==> src/rtl/core/encoder_multiturn_speed_tracker_core_defines.svh <==
// ----------------------------------------------------------------------------
// Encoder tracker assertion macros
// Shared concurrent assertion forms, clocked on clk and disabled during arst_n.
// ----------------------------------------------------------------------------
`ifndef ENCODER_MULTITURN_SPEED_TRACKER_CORE_DEFINES_SVH
`define ENCODER_MULTITURN_SPEED_TRACKER_CORE_DEFINES_SVH

// Same-cycle implication.
`define EMST_ASSERT_NOW(label, ante, cons, msg) \
	label: assert property (@(posedge clk) disable iff (!arst_n) (ante) |-> (cons)) \
		else $error(msg);

// Next-cycle implication.
`define EMST_ASSERT_NEXT(label, ante, cons, msg) \
	label: assert property (@(posedge clk) disable iff (!arst_n) (ante) |=> (cons)) \
		else $error(msg);

`endif

==> src/rtl/core/emst_pkg.sv <==
// ----------------------------------------------------------------------------
// emst_pkg
// Widths, constants and the queued work word of the encoder tracker.
// ----------------------------------------------------------------------------
package emst_pkg;

	localparam int ANGLE_W         = 14;
	localparam int TIME_W          = 32;
	localparam int TOTAL_W         = 32;
	localparam int TURNS_W         = 18;
	localparam int SPEED_W         = 20;
	localparam int DIFF_W          = 15;
	localparam int MAG_W           = 14;
	localparam int SCALE_W         = 11;
	localparam int PROD_W          = MAG_W + SCALE_W;
	localparam int QSHIFT          = 5;
	// The scaled count change that enters the speed divider.
	localparam int DVD_W           = PROD_W - QSHIFT;
	localparam int TURN_SHIFT      = 14;
	localparam int HALF_TURN       = 8192;
	localparam int COUNTS_PER_TURN = 16384;
	localparam int SPEED_MAX       = 480000;

	localparam logic [SCALE_W-1:0] SPEED_SCALE = 11'd1875;

	typedef struct packed {
		logic        [ANGLE_W-1:0] angle;
		logic signed [TOTAL_W-1:0] total;
		logic signed [TURNS_W-1:0] turns;
		logic signed [DIFF_W-1:0]  diff;
		logic        [TIME_W-1:0]  elapsed;
		logic                      upd;
	} work_t;

endpackage

==> src/rtl/core/encoder_multiturn_speed_tracker_core.sv <==
// ----------------------------------------------------------------------------
// Encoder multi-turn and speed tracker core
// Each word carries the two raw angle register bytes of an absolute encoder and
// a millisecond timestamp. The core forms the 14-bit angle, wraps the change
// from the previous angle into one half turn either way, and keeps a saturating
// 32-bit count total together with whole turns (truncated toward zero). When
// the timestamp has moved, it makes a speed sample in 1/16 rpm, stores it in a
// FILTER_DEPTH-entry ring (zero after reset) and reports the truncated ring
// mean. Exactly one result word leaves for every input word, in order. A sample
// with elapsed time holds the back end mostly in the speed divider, which makes
// one quotient bit per cycle over the 20-bit scaled count change; the ring mean
// comes from a reciprocal multiply in load, multiply and sign steps at any
// depth. A sample with no elapsed time skips the divider and the ring. The front
// end and a two-entry queue keep taking samples while the back end divides and
// while a finished result waits on out_ready.
// ----------------------------------------------------------------------------
`include "encoder_multiturn_speed_tracker_core_defines.svh"

module encoder_multiturn_speed_tracker_core import emst_pkg::*; #(
	parameter int FILTER_DEPTH = 8
) (
	input  logic                      clk,
	input  logic                      arst_n,
	input  logic                      in_valid,
	output logic                      in_ready,
	input  logic [7:0]                angle_high,
	input  logic [7:0]                angle_low,
	input  logic [TIME_W-1:0]         time_ms,
	output logic                      out_valid,
	input  logic                      out_ready,
	output logic [ANGLE_W-1:0]        angle_count,
	output logic signed [TOTAL_W-1:0] turn_total_out,
	output logic signed [TURNS_W-1:0] full_turns,
	output logic signed [SPEED_W-1:0] rpm_now_x16,
	output logic signed [SPEED_W-1:0] rpm_mean_x16,
	output logic                      speed_updated
);

	logic              push_valid;
	logic              push_ready;
	work_t             push_word;
	logic              pop_valid;
	logic              pop_ready;
	work_t             pop_word;
	logic              div_start;
	logic [DVD_W-1:0]  div_dividend;
	logic [TIME_W-1:0] div_divisor;
	logic              div_busy;
	logic              div_done;
	logic [DVD_W-1:0]  div_quotient;

	logic                      now_in_range;
	logic                      mean_in_range;
	logic signed [TURNS_W-1:0] turns_check;

	// Front end: angle unwrapping, elapsed time and the saturating total.
	emst_front u_front (
		.clk        (clk),
		.arst_n     (arst_n),
		.in_valid   (in_valid),
		.in_ready   (in_ready),
		.angle_high (angle_high),
		.angle_low  (angle_low),
		.time_ms    (time_ms),
		.push_valid (push_valid),
		.push_ready (push_ready),
		.push_word  (push_word)
	);

	// The queue lets the front end run ahead while the back end is dividing.
	emst_queue u_queue (
		.clk        (clk),
		.arst_n     (arst_n),
		.push_valid (push_valid),
		.push_ready (push_ready),
		.push_word  (push_word),
		.pop_valid  (pop_valid),
		.pop_ready  (pop_ready),
		.pop_word   (pop_word)
	);

	// The divider turns the scaled count change into a speed sample.
	emst_div u_div (
		.clk      (clk),
		.arst_n   (arst_n),
		.start    (div_start),
		.dividend (div_dividend),
		.divisor  (div_divisor),
		.busy     (div_busy),
		.done     (div_done),
		.quotient (div_quotient)
	);

	// Back end: speed, filter ring, mean and the output register.
	emst_back #(
		.FILTER_DEPTH (FILTER_DEPTH)
	) u_back (
		.clk            (clk),
		.arst_n         (arst_n),
		.pop_valid      (pop_valid),
		.pop_ready      (pop_ready),
		.pop_word       (pop_word),
		.div_start      (div_start),
		.div_dividend   (div_dividend),
		.div_divisor    (div_divisor),
		.div_done       (div_done),
		.div_quotient   (div_quotient),
		.out_valid      (out_valid),
		.out_ready      (out_ready),
		.angle_count    (angle_count),
		.turn_total_out (turn_total_out),
		.full_turns     (full_turns),
		.rpm_now_x16    (rpm_now_x16),
		.rpm_mean_x16   (rpm_mean_x16),
		.speed_updated  (speed_updated)
	);

	assign now_in_range  = (rpm_now_x16 <= SPEED_MAX) && (rpm_now_x16 >= -SPEED_MAX);
	assign mean_in_range = (rpm_mean_x16 <= SPEED_MAX) && (rpm_mean_x16 >= -SPEED_MAX);
	assign turns_check   = turn_total_out[TOTAL_W-1:TURN_SHIFT]
		+ TURNS_W'(turn_total_out[TOTAL_W-1] && (|turn_total_out[TURN_SHIFT-1:0]));

	// A new division must never start on top of one still running.
	`EMST_ASSERT_NOW(a_div_start_idle, div_start, !div_busy, "divider restarted while busy")

	// A started division keeps the divider busy in the following cycle.
	`EMST_ASSERT_NEXT(a_div_runs, div_start, div_busy, "divider did not run after start")

	// Both speed outputs stay within the physical range of the scaled quotient.
	`EMST_ASSERT_NOW(a_speed_range, out_valid, now_in_range && mean_in_range, "speed out of range")

	// Whole turns delivered must agree with the total delivered beside them.
	`EMST_ASSERT_NOW(a_turns_match, out_valid, full_turns == turns_check, "turn count disagrees")

endmodule

==> src/rtl/core/emst_front.sv <==
// ----------------------------------------------------------------------------
// emst_front
// Takes input words, tracks angle, time and the saturating total, and builds
// one work word per sample for the speed back end.
// ----------------------------------------------------------------------------
module emst_front import emst_pkg::*; (
	input  logic                clk,
	input  logic                arst_n,
	input  logic                in_valid,
	output logic                in_ready,
	input  logic [7:0]          angle_high,
	input  logic [7:0]          angle_low,
	input  logic [TIME_W-1:0]   time_ms,
	output logic                push_valid,
	input  logic                push_ready,
	output work_t               push_word
);

	logic [ANGLE_W-1:0]        last_angle_q;
	logic [TIME_W-1:0]         last_time_q;
	logic signed [TOTAL_W-1:0] total_q;

	logic                      valid_s1;
	logic [ANGLE_W-1:0]        angle_s1;
	logic signed [DIFF_W-1:0]  diff_s1;
	logic [TIME_W-1:0]         elapsed_s1;
	logic signed [TOTAL_W-1:0] total_s1;

	logic                      accept;
	logic [ANGLE_W-1:0]        angle;
	logic signed [ANGLE_W+1:0] raw_diff;
	logic signed [ANGLE_W+1:0] wrap_diff;
	logic signed [DIFF_W-1:0]  diff;
	logic [TOTAL_W:0]          sum_ext;
	logic signed [TOTAL_W-1:0] total_nx;

	assign in_ready = !valid_s1 || push_ready;
	assign accept   = in_valid && in_ready;
	assign angle    = {angle_high, angle_low[7:2]};

	always_comb begin
		raw_diff = $signed({2'b00, angle}) - $signed({2'b00, last_angle_q});
		if (raw_diff > HALF_TURN) begin
			wrap_diff = raw_diff - (ANGLE_W+2)'(COUNTS_PER_TURN);
		end else if (raw_diff < -HALF_TURN) begin
			wrap_diff = raw_diff + (ANGLE_W+2)'(COUNTS_PER_TURN);
		end else begin
			wrap_diff = raw_diff;
		end
		diff = DIFF_W'(wrap_diff);

		sum_ext = {total_q[TOTAL_W-1], total_q}
			+ {{(TOTAL_W+1-DIFF_W){diff[DIFF_W-1]}}, diff};
		if (sum_ext[TOTAL_W] != sum_ext[TOTAL_W-1]) begin
			total_nx = sum_ext[TOTAL_W] ? {1'b1, {(TOTAL_W-1){1'b0}}}
				: {1'b0, {(TOTAL_W-1){1'b1}}};
		end else begin
			total_nx = sum_ext[TOTAL_W-1:0];
		end
	end

	always_ff @(posedge clk or negedge arst_n) begin
		if (!arst_n) begin
			last_angle_q <= '0;
			last_time_q  <= '0;
			total_q      <= '0;
			valid_s1     <= 1'b0;
		end else begin
			if (accept) begin
				last_angle_q <= angle;
				last_time_q  <= time_ms;
				total_q      <= total_nx;
				valid_s1     <= 1'b1;
			end else if (push_valid && push_ready) begin
				valid_s1 <= 1'b0;
			end
		end
	end

	always_ff @(posedge clk) begin
		if (accept) begin
			angle_s1   <= angle;
			diff_s1    <= diff;
			elapsed_s1 <= time_ms - last_time_q;
			total_s1   <= total_nx;
		end
	end

	// Turns truncate toward zero, so a negative total with a partial turn rounds up.
	assign push_valid         = valid_s1;
	assign push_word.angle    = angle_s1;
	assign push_word.total    = total_s1;
	assign push_word.turns    = total_s1[TOTAL_W-1:TURN_SHIFT]
		+ TURNS_W'(total_s1[TOTAL_W-1] && (|total_s1[TURN_SHIFT-1:0]));
	assign push_word.diff     = diff_s1;
	assign push_word.elapsed  = elapsed_s1;
	assign push_word.upd      = (elapsed_s1 != '0);

endmodule

==> src/rtl/core/emst_queue.sv <==
// ----------------------------------------------------------------------------
// emst_queue
// Two-entry queue of work words between the front end and the back end.
// ----------------------------------------------------------------------------
module emst_queue import emst_pkg::*; (
	input  logic  clk,
	input  logic  arst_n,
	input  logic  push_valid,
	output logic  push_ready,
	input  work_t push_word,
	output logic  pop_valid,
	input  logic  pop_ready,
	output work_t pop_word
);

	localparam int QDEPTH = 2;
	localparam int PTR_W  = $clog2(QDEPTH);

	work_t            slot_mem [QDEPTH];
	logic [PTR_W-1:0] wr_ptr_q;
	logic [PTR_W-1:0] rd_ptr_q;
	logic [PTR_W:0]   count_q;
	logic             do_push;
	logic             do_pop;

	assign push_ready = (count_q != (PTR_W+1)'(QDEPTH));
	assign pop_valid  = (count_q != '0);
	assign pop_word   = slot_mem[rd_ptr_q];
	assign do_push    = push_valid && push_ready;
	assign do_pop     = pop_valid && pop_ready;

	always_ff @(posedge clk or negedge arst_n) begin
		if (!arst_n) begin
			wr_ptr_q <= '0;
			rd_ptr_q <= '0;
			count_q  <= '0;
		end else begin
			if (do_push) begin
				wr_ptr_q <= wr_ptr_q + 1'b1;
			end
			if (do_pop) begin
				rd_ptr_q <= rd_ptr_q + 1'b1;
			end
			if (do_push && !do_pop) begin
				count_q <= count_q + 1'b1;
			end else if (do_pop && !do_push) begin
				count_q <= count_q - 1'b1;
			end
		end
	end

	always_ff @(posedge clk) begin
		if (do_push) begin
			slot_mem[wr_ptr_q] <= push_word;
		end
	end

endmodule

==> src/rtl/core/emst_div.sv <==
// ----------------------------------------------------------------------------
// emst_div
// Unsigned restoring divider, one quotient bit per cycle.
// ----------------------------------------------------------------------------
module emst_div import emst_pkg::*; (
	input  logic              clk,
	input  logic              arst_n,
	input  logic              start,
	input  logic [DVD_W-1:0]  dividend,
	input  logic [TIME_W-1:0] divisor,
	output logic              busy,
	output logic              done,
	output logic [DVD_W-1:0]  quotient
);

	localparam int CNT_W = $clog2(DVD_W + 1);

	logic [CNT_W-1:0]  cnt_q;
	logic              busy_q;
	logic              done_q;
	logic [TIME_W-1:0] rem_q;
	logic [DVD_W-1:0]  dvd_q;
	logic [TIME_W:0]   rem_shift;
	logic [TIME_W:0]   rem_sub;
	logic              q_bit;

	// The dividend shifts out at the top while quotient bits shift in at the bottom.
	assign rem_shift = {rem_q, dvd_q[DVD_W-1]};
	assign rem_sub   = rem_shift - {1'b0, divisor};
	assign q_bit     = !rem_sub[TIME_W];

	always_ff @(posedge clk or negedge arst_n) begin
		if (!arst_n) begin
			cnt_q  <= '0;
			busy_q <= 1'b0;
			done_q <= 1'b0;
		end else begin
			done_q <= busy_q && !start && (cnt_q == CNT_W'(1));
			if (start) begin
				cnt_q  <= CNT_W'(DVD_W);
				busy_q <= 1'b1;
			end else if (busy_q) begin
				cnt_q <= cnt_q - 1'b1;
				if (cnt_q == CNT_W'(1)) begin
					busy_q <= 1'b0;
				end
			end
		end
	end

	always_ff @(posedge clk) begin
		if (start) begin
			rem_q <= '0;
			dvd_q <= dividend;
		end else if (busy_q) begin
			rem_q <= q_bit ? rem_sub[TIME_W-1:0] : rem_shift[TIME_W-1:0];
			dvd_q <= {dvd_q[DVD_W-2:0], q_bit};
		end
	end

	assign busy     = busy_q;
	assign done     = done_q;
	assign quotient = dvd_q;

endmodule

==> src/rtl/core/emst_back.sv <==
// ----------------------------------------------------------------------------
// emst_back
// Works off queued samples: speed division, filter ring update, ring mean by
// reciprocal multiply and the output register.
// ----------------------------------------------------------------------------
module emst_back import emst_pkg::*; #(
	parameter int FILTER_DEPTH = 8
) (
	input  logic                       clk,
	input  logic                       arst_n,
	input  logic                       pop_valid,
	output logic                       pop_ready,
	input  work_t                      pop_word,
	output logic                       div_start,
	output logic [DVD_W-1:0]           div_dividend,
	output logic [TIME_W-1:0]          div_divisor,
	input  logic                       div_done,
	input  logic [DVD_W-1:0]           div_quotient,
	output logic                       out_valid,
	input  logic                       out_ready,
	output logic [ANGLE_W-1:0]         angle_count,
	output logic signed [TOTAL_W-1:0]  turn_total_out,
	output logic signed [TURNS_W-1:0]  full_turns,
	output logic signed [SPEED_W-1:0]  rpm_now_x16,
	output logic signed [SPEED_W-1:0]  rpm_mean_x16,
	output logic                       speed_updated
);

	localparam int SUM_W  = SPEED_W + $clog2(FILTER_DEPTH);
	localparam int SLOT_W = (FILTER_DEPTH > 1) ? $clog2(FILTER_DEPTH) : 1;

	// The sum magnitude fits in MAG_N bits. Multiplying by the rounded-up
	// reciprocal and shifting by MAG_N plus the log of the depth gives the
	// exact truncated quotient for every magnitude of that width.
	localparam int     MAG_N   = SUM_W - 1;
	localparam int     RSHIFT  = MAG_N + $clog2(FILTER_DEPTH);
	localparam int     RECIP_W = MAG_N + 2;
	localparam int     MPROD_W = MAG_N + RECIP_W;
	localparam longint RECIP_L = ((longint'(1) << RSHIFT) / longint'(FILTER_DEPTH)) + 1;
	localparam logic [RECIP_W-1:0] RECIP = RECIP_W'(RECIP_L);

	typedef enum logic [2:0] {
		ST_IDLE,
		ST_MUL,
		ST_DIVS,
		ST_RING,
		ST_MLOAD,
		ST_DIVM,
		ST_MSIGN,
		ST_DONE
	} state_t;

	state_t                    state_q;
	work_t                     wk_q;
	logic                      start_q;
	logic [DVD_W-1:0]          dvd_q;
	logic [TIME_W-1:0]         dvs_q;
	logic signed [SPEED_W-1:0] speed_q;
	logic signed [SPEED_W-1:0] last_speed_q;
	logic signed [SPEED_W-1:0] mean_q;
	logic [MAG_N-1:0]          mag_q;
	logic signed [SPEED_W-1:0] mquo_q;
	logic signed [SUM_W-1:0]   sum_q;
	logic [SLOT_W-1:0]         slot_q;
	logic [FILTER_DEPTH-1:0]   vld_q;
	logic signed [SPEED_W-1:0] rd_q;
	logic signed [SPEED_W-1:0] ring_mem [FILTER_DEPTH];

	logic                      out_valid_q;
	logic                      ring_we;
	logic signed [DIFF_W-1:0]  diff_abs;
	logic [PROD_W-1:0]         prod;
	logic signed [SPEED_W-1:0] old_speed;
	logic signed [SUM_W-1:0]   sum_abs;
	logic [MPROD_W-1:0]        mprod;
	logic signed [SPEED_W-1:0] quo_s;

	assign pop_ready    = (state_q == ST_IDLE);
	assign div_start    = start_q;
	assign div_dividend = dvd_q;
	assign div_divisor  = dvs_q;
	assign out_valid    = out_valid_q;
	assign ring_we      = (state_q == ST_RING);

	assign diff_abs  = wk_q.diff[DIFF_W-1] ? -wk_q.diff : wk_q.diff;
	assign prod      = PROD_W'(diff_abs[MAG_W-1:0]) * PROD_W'(SPEED_SCALE);
	assign old_speed = vld_q[slot_q] ? rd_q : '0;
	assign sum_abs   = sum_q[SUM_W-1] ? -sum_q : sum_q;
	assign mprod     = MPROD_W'(mag_q) * MPROD_W'(RECIP);
	assign quo_s     = SPEED_W'(div_quotient);

	always_ff @(posedge clk or negedge arst_n) begin
		if (!arst_n) begin
			state_q        <= ST_IDLE;
			wk_q           <= '0;
			start_q        <= 1'b0;
			dvd_q          <= '0;
			dvs_q          <= '0;
			speed_q        <= '0;
			last_speed_q   <= '0;
			mean_q         <= '0;
			mag_q          <= '0;
			mquo_q         <= '0;
			sum_q          <= '0;
			slot_q         <= '0;
			vld_q          <= '0;
			out_valid_q    <= 1'b0;
			angle_count    <= '0;
			turn_total_out <= '0;
			full_turns     <= '0;
			rpm_now_x16    <= '0;
			rpm_mean_x16   <= '0;
			speed_updated  <= 1'b0;
		end else begin
			start_q <= (state_q == ST_MUL);
			// In the result state the register is either refilled or still waiting.
			if (out_valid_q && out_ready && state_q != ST_DONE) begin
				out_valid_q <= 1'b0;
			end
			unique case (state_q)
				ST_IDLE: begin
					if (pop_valid) begin
						wk_q    <= pop_word;
						state_q <= pop_word.upd ? ST_MUL : ST_DONE;
					end
				end
				ST_MUL: begin
					dvd_q   <= DVD_W'(prod >> QSHIFT);
					dvs_q   <= wk_q.elapsed;
					state_q <= ST_DIVS;
				end
				ST_DIVS: begin
					if (div_done) begin
						speed_q <= wk_q.diff[DIFF_W-1] ? -quo_s : quo_s;
						state_q <= ST_RING;
					end
				end
				ST_RING: begin
					sum_q          <= sum_q - SUM_W'(old_speed) + SUM_W'(speed_q);
					vld_q[slot_q]  <= 1'b1;
					last_speed_q   <= speed_q;
					slot_q         <= (slot_q == SLOT_W'(FILTER_DEPTH - 1)) ? '0
						: slot_q + 1'b1;
					state_q        <= ST_MLOAD;
				end
				ST_MLOAD: begin
					mag_q   <= MAG_N'(sum_abs);
					state_q <= ST_DIVM;
				end
				ST_DIVM: begin
					mquo_q  <= SPEED_W'(mprod >> RSHIFT);
					state_q <= ST_MSIGN;
				end
				ST_MSIGN: begin
					mean_q  <= sum_q[SUM_W-1] ? -mquo_q : mquo_q;
					state_q <= ST_DONE;
				end
				ST_DONE: begin
					if (!out_valid_q || out_ready) begin
						out_valid_q    <= 1'b1;
						angle_count    <= wk_q.angle;
						turn_total_out <= wk_q.total;
						full_turns     <= wk_q.turns;
						rpm_now_x16    <= last_speed_q;
						rpm_mean_x16   <= mean_q;
						speed_updated  <= wk_q.upd;
						state_q        <= ST_IDLE;
					end
				end
				default: begin
					state_q <= ST_IDLE;
				end
			endcase
		end
	end

	// The read port follows the current slot; it has long settled before the ring step.
	always_ff @(posedge clk) begin
		if (ring_we) begin
			ring_mem[slot_q] <= speed_q;
		end
		rd_q <= ring_mem[slot_q];
	end

endmodule
==> config.mk <==
export PLATFORM = sky130hd
export DESIGN_NAME = encoder_multiturn_speed_tracker_core
export DESIGN_NICKNAME = d
export VERILOG_FILES = /design/src/rtl/core/emst_pkg.sv /design/src/rtl/core/encoder_multiturn_speed_tracker_core.sv /design/src/rtl/core/emst_front.sv /design/src/rtl/core/emst_queue.sv /design/src/rtl/core/emst_div.sv /design/src/rtl/core/emst_back.sv
export VERILOG_INCLUDE_DIRS = /design/src /design/src/rtl/core
export SDC_FILE = /design/constraint.sdc
export NUM_CORES = 2
export LEC_CHECK = 0
export ABC_CLOCK_PERIOD_IN_PS = 7500
export BUFFER_PORTS_ARGS = -buffer_cell sky130_fd_sc_hd__buf_2
export CAP_MARGIN = 25
export CORE_MARGIN = 5
export CORE_UTILIZATION = 62
export CTS_CLUSTER_SIZE = 8
export DETAILED_ROUTE_END_ITERATION = 8
export HOLD_SLACK_MARGIN = 0.03
export PLACE_DENSITY = 0.86
export SETUP_SLACK_MARGIN = 0.5
export SLEW_MARGIN = 0
export SYNTH_ARGS = -nofsm -noshare
export SYNTH_HDL_FRONTEND = slang
export SYNTH_SLANG_ARGS = --single-unit
export TNS_END_PERCENT = 5
==> constraint.sdc <==
create_clock -name clk -period 7.5 [get_ports clk]
set_input_delay 0 -clock clk [delete_from_list [all_inputs] [get_ports clk]]
set_output_delay 0 -clock clk [all_outputs]
set_load 0.02 [all_outputs]
Word-level counts from Yosys, hierarchy flattened
Memory sizes are Yosys's and may differ from the RTL's. A register that Yosys moved wholly into a read port is not among the register bits. Index checks and enable logic that the tools add are counted.

Bits in registers: 645. Logic and storage cells: 152. Memories: 2. Output and inout bits: 107. Bits in writable memories: 384.

Memory list: u_queue.slot_mem (depth 2, bits a word 112, read ports 1, clocked after memory_dff 0, wr ports 1, line emst_queue.sv:19) `work_t slot_mem [QDEPTH];`; u_back.ring_mem (depth 8, bits a word 20, read ports 1, clocked after memory_dff 1, wr ports 1, line emst_back.sv:67) `logic signed [SPEED_W-1:0] ring_mem [FILTER_DEPTH];`.

Bitwise logic cells: 1. Muxes and demuxes: 38. Equality and inequality tests: 15. Multiply operators: 2. Order comparisons: 4. Reductions and logical operators: 30. Add/subtract/negate cells: 19.

Operators with widths (number): 20-bit 2-to-1 mux (5); 32-bit 2-to-1 mux (3); 22-bit by 23-bit multiplier with 45-bit output (second input constant) (1); 20-bit negator (2); 32-bit by 15-bit adder with 33-bit output (1); 33-bit by 32-bit subtractor with 33-bit output (1); 32-bit nonzero test (1); 32-bit subtractor (1); 15-bit 2-to-1 mux (2); 14-bit by 11-bit multiplier with 25-bit output (second input constant) (1); 3-bit one-hot mux with 8 select lines (1); 23-bit by 20-bit adder with 23-bit output (1); 23-bit by 20-bit subtractor with 23-bit output (1); 22-bit 2-to-1 mux (1); 22-bit negator (1); 18-bit by 1-bit adder with 18-bit output (1); 15-bit adder (second input constant) (1); 3-bit == test (second input constant) (5); 15-bit greater-than comparator (second input constant) (1); 15-bit by 14-bit less-than comparator with 1-bit output (second input constant) (1); 3-bit 2-to-1 mux (5); 14-bit by 14-bit subtractor with 15-bit output (1); 15-bit subtractor (second input constant) (1); 1-bit 2-to-1 mux (14); other kinds (29) (56).

Logic depth before layout (Yosys ltp)
Depth in word-level cells: 7. Mapped depth: 27. Depth with buffers taken out: 25.

Modules after synthesis
A second synthesis with hierarchy kept.

Cell total of the unflattened synthesis: 4213. Area total of the unflattened synthesis: 50836.3 um^2.

By module, submodules not included: emst_back (seq. area each 15364.7 um^2, instances 1, cells an instance 2210, area each 27139.8 um^2); emst_front (seq. area each 4769.6 um^2, instances 1, cells an instance 1103, area each 10659.0 um^2); emst_queue (seq. area each 6826.5 um^2, instances 1, cells an instance 367, area each 8569.5 um^2); emst_div (seq. area each 1416.4 um^2, instances 1, cells an instance 533, area each 4468.0 um^2).

Worst setup path after synthesis
No wires, ideal clock.

Path kind: register to register. Start point: register u_queue.count_q[0]. End point: memory u_queue.slot_mem[0][0] (netlist name) (enable). Setup slack: 1.621 ns. Data arrival time: 5.295 ns. Cell stages (with the launch flop): 4. Clock period less this slack: 5.879 ns. Data required time: 6.916 ns. Library setup time: 0.584 ns. Cells stage by stage: dfrtp_1 > nand2b_1 > nand2_1 > nor2_1.

Cells in the longest elaborated chain, start to end: 4.

Ends and longest elaborated chain: from (decl) (line emst_queue.sv:22) `logic [PTR_W:0] count_q;`; from (signal assigned) (line emst_queue.sv:45) `count_q <= count_q + 1'b1;`; from (signal assigned) (line emst_queue.sv:47) `count_q <= count_q - 1'b1;`; 2-bit inequality test (line emst_queue.sv:26) `assign push_ready = (count_q != (PTR_W+1)'(QDEPTH));`; 1-bit logical AND (line emst_queue.sv:29) `assign do_push = push_valid && push_ready;`; 1-bit 2-to-1 mux (line emst_queue.sv:53) `if (do_push) begin`; 1-bit 2-to-1 mux (implied by the code) (line emst_queue.sv:54) `slot_mem[wr_ptr_q] <= push_word;`; to (decl) (line emst_queue.sv:19).

No other way between the ends.

Worst setup path after layout
Start point: register u_front.last_angle_q[1]. End point: register u_front.total_q[15].

Cells in the longest elaborated chain, start to end: 7. Elaborated cells between the ends (all ways): 11. Classes of those cells: 4 x add/sub; 2 x order compare; 1 x eq/ne; 4 x mux.

Ends and longest elaborated chain: from (decl) (line emst_front.sv:19) `logic [ANGLE_W-1:0] last_angle_q;`; from (signal assigned) (line emst_front.sv:70) `last_angle_q <= angle;`; 14-bit by 14-bit subtractor with 15-bit output (*) (line emst_front.sv:42) `raw_diff = $signed({2'b00, angle}) - $signed({2'b00, last_angle_q});`; net u_front.raw_diff[9] (line emst_front.sv:31) `logic signed [ANGLE_W+1:0] raw_diff;`; 15-bit adder / 15-bit by 14-bit less-than comparator with 1-bit output (equally long branches) (line emst_front.sv:46, emst_front.sv:45); 15-bit 2-to-1 mux (line emst_front.sv:45) `end else if (raw_diff < -HALF_TURN) begin`; 15-bit 2-to-1 mux (*) (line emst_front.sv:43) `if (raw_diff > HALF_TURN) begin`; net u_front.wrap_diff[14] (line emst_front.sv:32) `logic signed [ANGLE_W+1:0] wrap_diff;`; 32-bit by 15-bit adder with 33-bit output (*) (line emst_front.sv:53) `+ {{(TOTAL_W+1-DIFF_W){diff[DIFF_W-1]}}, diff};`; 32-bit 2-to-1 mux / 1-bit inequality test (equally long branches) (line emst_front.sv:55, emst_front.sv:54); 32-bit 2-to-1 mux (*) (line emst_front.sv:54) `if (sum_ext[TOTAL_W] != sum_ext[TOTAL_W-1]) begin`; net u_front.total_nx[15] (line emst_front.sv:35) `logic signed [TOTAL_W-1:0] total_nx;`; to (signal assigned) (line emst_front.sv:72) `total_q <= total_nx;`; to (decl) (line emst_front.sv:21) `logic signed [TOTAL_W-1:0] total_q;`.

The timed path passes the listed nets; every way through them passes the cells marked *. A chain may end at the register's enable or synchronous reset.

==> flow_summary.ini <==
[clock_network]
root_buffer = clkbuf_16
cts_num_sinks = 1045
worstSkewPairLatency_ps = 730
path_clk_slew_ps = 50
cts_tree = built
numCtsBuffers = 149
clock_tree.buffer_depth = 3
cts_max_level = 4

[sta]
fin_setup_tns_ps = 0
fin_skew_ps = 49.7
fmax_ghz = 0.150
finalCritPeriodShare_pct = 88.7
relSlewSlack_pct = 28.8
post-route-min-period_ps = 6650
rsz0062_at_grt = false
setup_viol = 0
hold_violations = 0
worst-slew-pin-transition_ps = 1070
slew_violations = 0

[synthesis]
syn_nets = 4429
yosysTopAreaCell = edfxtp_1
yosysUniqueCellTypes = 75
synth_ff_type = edfxtp_1
synth_edf_count = 497
post_synth.cell_area_avg_sq_um = 12.0
synth-warning-count = 0
ys_seq_area_share_pct = 57.9
synth_top_area_share_pct = 30.4
ys_async_sr_fraction_pct = 47.5
netlist_area_sq_um = 49000
synth_area_leaders = edfxtp_1 30%, dfrtp_1 25%, ha_1 5.4%
ys_ff_latch = 1045
syn_inst = 4091

[cells_and_area]
regArea_sq_um = 28400
final_cell_mix = 497 x edfxtp_1, 494 x dfrtp_1, 452 x nand2_1, 340 x o21ai_0, 283 x inv_1
final_common_cell = edfxtp_1
drive_above_1_share_pct = 13.5
area_delta_synth_final_pct = 15.1
n_fill_cell = 4811
multi_input_area_sq_um = 19100
final_net_count = 4704

[placement]
dp_hpwl_um = 66900
port_buffers = 156
place_congestion = 0.893

[setup_path]
crit_required_ps = 8140
critPathKind = flop to flop
path_max_fanout = 21
cp-end-kind = flop
reg2reg_to = u_front.total_q[15]$_DFFE_PN0P_
r2r-start = u_front.last_angle_q[1]$_DFFE_PN0P_
worstSetupStartpointType = flop
reg2reg_depth = 21
worstPathArrival_ps = 7290
r2r_setup_slack_ps = 850

[global_route]
grt_max_degree = 167
track_usage_pct = 26.6
grt_pass1_wl_um = 183000
grt_pass1_vias = 34400
antenna_found_initial = 0
gr-total-overflow = 0

[min_path]
whs_path_depth = 2
hp-class = input port to flop
whs_endpoint = u_front.angle_s1[5]$_DFFE_PP_
worstHoldStart = angle_low[7]

[floorplan]
coreArea_sq_um = 78700
start_util_pct = 62.3
die_area_sq_um = 84800
die_x_um = 291
io_pins = 159
fp-row-count = 103
die_y_um = 291

[route]
drc_errors = 0
wl_um = 113000
vias = 33300
via_per_inst = 6.01
first_pass_iters = 6
wl_per_cell_um = 20.5
drtAntennaViolNets = 0
first_iter_violations = 2933

[outcome]
outcome = complete, no violations

[job]
cap_violations = 0
[sequential cells by signal (all words and copies together), names as in the netlist, 15 cells and up]
| name | flops |
|---|---|
| u_back.rd_q | 20 |
| u_back.full_turns | 18 |
| u_back.mag_q | 19 |
| u_back.turn_total_out | 32 |
| u_div.rem_q | 32 |
| u_back.last_speed_q | 20 |
| u_back.mean_q | 20 |
| u_back.div_divisor | 32 |
| u_front.elapsed_s1 | 32 |
| u_queue.slot_mem | 224 |
| u_back.rpm_now_x16 | 20 |
| u_front.total_q | 32 |
| u_back.mquo_q | 19 |
| u_back.rpm_mean_x16 | 20 |
| u_front.last_time_q | 32 |
| u_back.div_dividend | 20 |
| u_div.quotient | 20 |
| u_back.wk_q | 112 |
| u_back.sum_q | 23 |
| u_back.speed_q | 20 |
| u_back.ring_mem | 160 |
| u_front.diff_s1 | 15 |
| u_front.total_s1 | 32 |
[layer usage]
metal	routed length [um]	GRT usage (%)	share of wire, %
met5	0	0	0
met4	4970	11.0	4.4
met3	7100	4.55	6.3
met2	57800	46.6	51
met1	43400	33.1	38
[through the flow]
step / utilization, % / worst slack, ps / instances / hold slack, ps / instance area (sq um)
final: 71.7 / 848 / 5534 / 71.5 / 56400
after global placement: 64.7 / 1070 / 5177 / 138 / 51000
after global routing: 71.6 / 549 / 5533 / 47.6 / 56400
after floorplan: - / 1620 / 4091 / -296 / 49000
after detailed placement: 64.8 / 742 / 5179 / 136 / 51000
after CTS: 71.6 / 592 / 5529 / 31.0 / 56300
[synth_stat cells (8+ instances only)]
cell type	n
buf_1	12
o31ai_1	33
or2_2	19
nor2b_1	45
a21oi_1	145
nor4_1	14
nand3b_1	9
dfrtp_1	496
a311oi_1	20
and4_1	8
ha_1	213
and2_1	14
and3_1	25
nor2_1	139
mux2_2	174
o21ai_0	340
fa_1	73
a31oi_1	15
nand4_1	35
o21a_1	21
mux2i_1	119
a21o_1	106
nor3_1	33
o21ai_1	20
a22oi_1	85
o21bai_1	10
o221ai_1	8
nand3_1	32
xor2_1	90
or4_1	13
clkbuf_1	151
inv_1	284
nand2b_1	36
o211ai_1	14
nand2_1	452
xnor2_1	136
edfxtp_1	497
dfxtp_1	52
or3_1	16
[final cells by class]
cell class              count  share of cell area [%]
flip-flops and latches   1045                    50.3
multi-input cells        2596                    33.8
clock buffers             253                    7.36
repair buffers            287                    3.69
well taps                1050                    2.33
inverters                 287                    1.93
clock inverters            15                   0.590
diodes                      1                 0.00444
[what timing repair did]
| item | in CTS | in global routing |
|---|---|---|
| hold buffers | 82 | 0 |
| buffers inserted | 0 | 2 |
| hold endpoints to repair | 215 | 0 |
| gates resized for setup | 0 | 5 |
| endpoints found under the setup margin | 0 | 62 |
[kinds of logic after synthesis]
kind of cell / Yosys count / synth area share, %
buf+inv: 450 / 3.44
simple gates: 910 / 8.69
mux: 293 / 6.42
compound gates: 881 / 11.1
xor+xnor: 226 / 4.04
fa+ha+maj: 286 / 8.41
flops: 1045 / 57.9
[worst max-delay path, cell delays in order, from the launching register on]
cell and delay [ps]:
dfrtp_1 380, inv_1 140, ha_1 270, nor2b_1 160, o21ai_0 340, a21boi_0 270
o21ai_0 380, a21oi_1 170, a31oi_1 290, nor2b_1 240, xnor2_1 160, o41a_4 660
ha_2 470, nand4_1 210, or4_1 510, a211oi_1 350, o21ai_1 260, o21a_1 280
o31ai_4 410, buf_12 220, o21bai_1 160, mux2_2 210
[how the worst max path moves through the flow]
stage / from / to / cells after the start
2_1_floorplan: u_queue.count_q[0]$_DFFE_PN0P_ / u_queue.slot_mem[0][0]$_DFFE_PP_ / 3
3_3_place_gp: u_front.last_angle_q[0]$_DFFE_PN0P_ / u_front.total_q[15]$_DFFE_PN0P_ / 22
3_5_place_dp: u_front.last_angle_q[0]$_DFFE_PN0P_ / u_front.total_q[19]$_DFFE_PN0P_ / 23
4_1_cts: u_front.last_angle_q[0]$_DFFE_PN0P_ / u_front.total_q[15]$_DFFE_PN0P_ / 22
5_1_grt: u_front.last_angle_q[0]$_DFFE_PN0P_ / u_front.total_q[15]$_DFFE_PN0P_ / 22
6_report: u_front.last_angle_q[1]$_DFFE_PN0P_ / u_front.total_q[15]$_DFFE_PN0P_ / 21
Power is not shown: default switching activity piles up to over one toggle a cycle in this logic, so the estimate is an artifact.
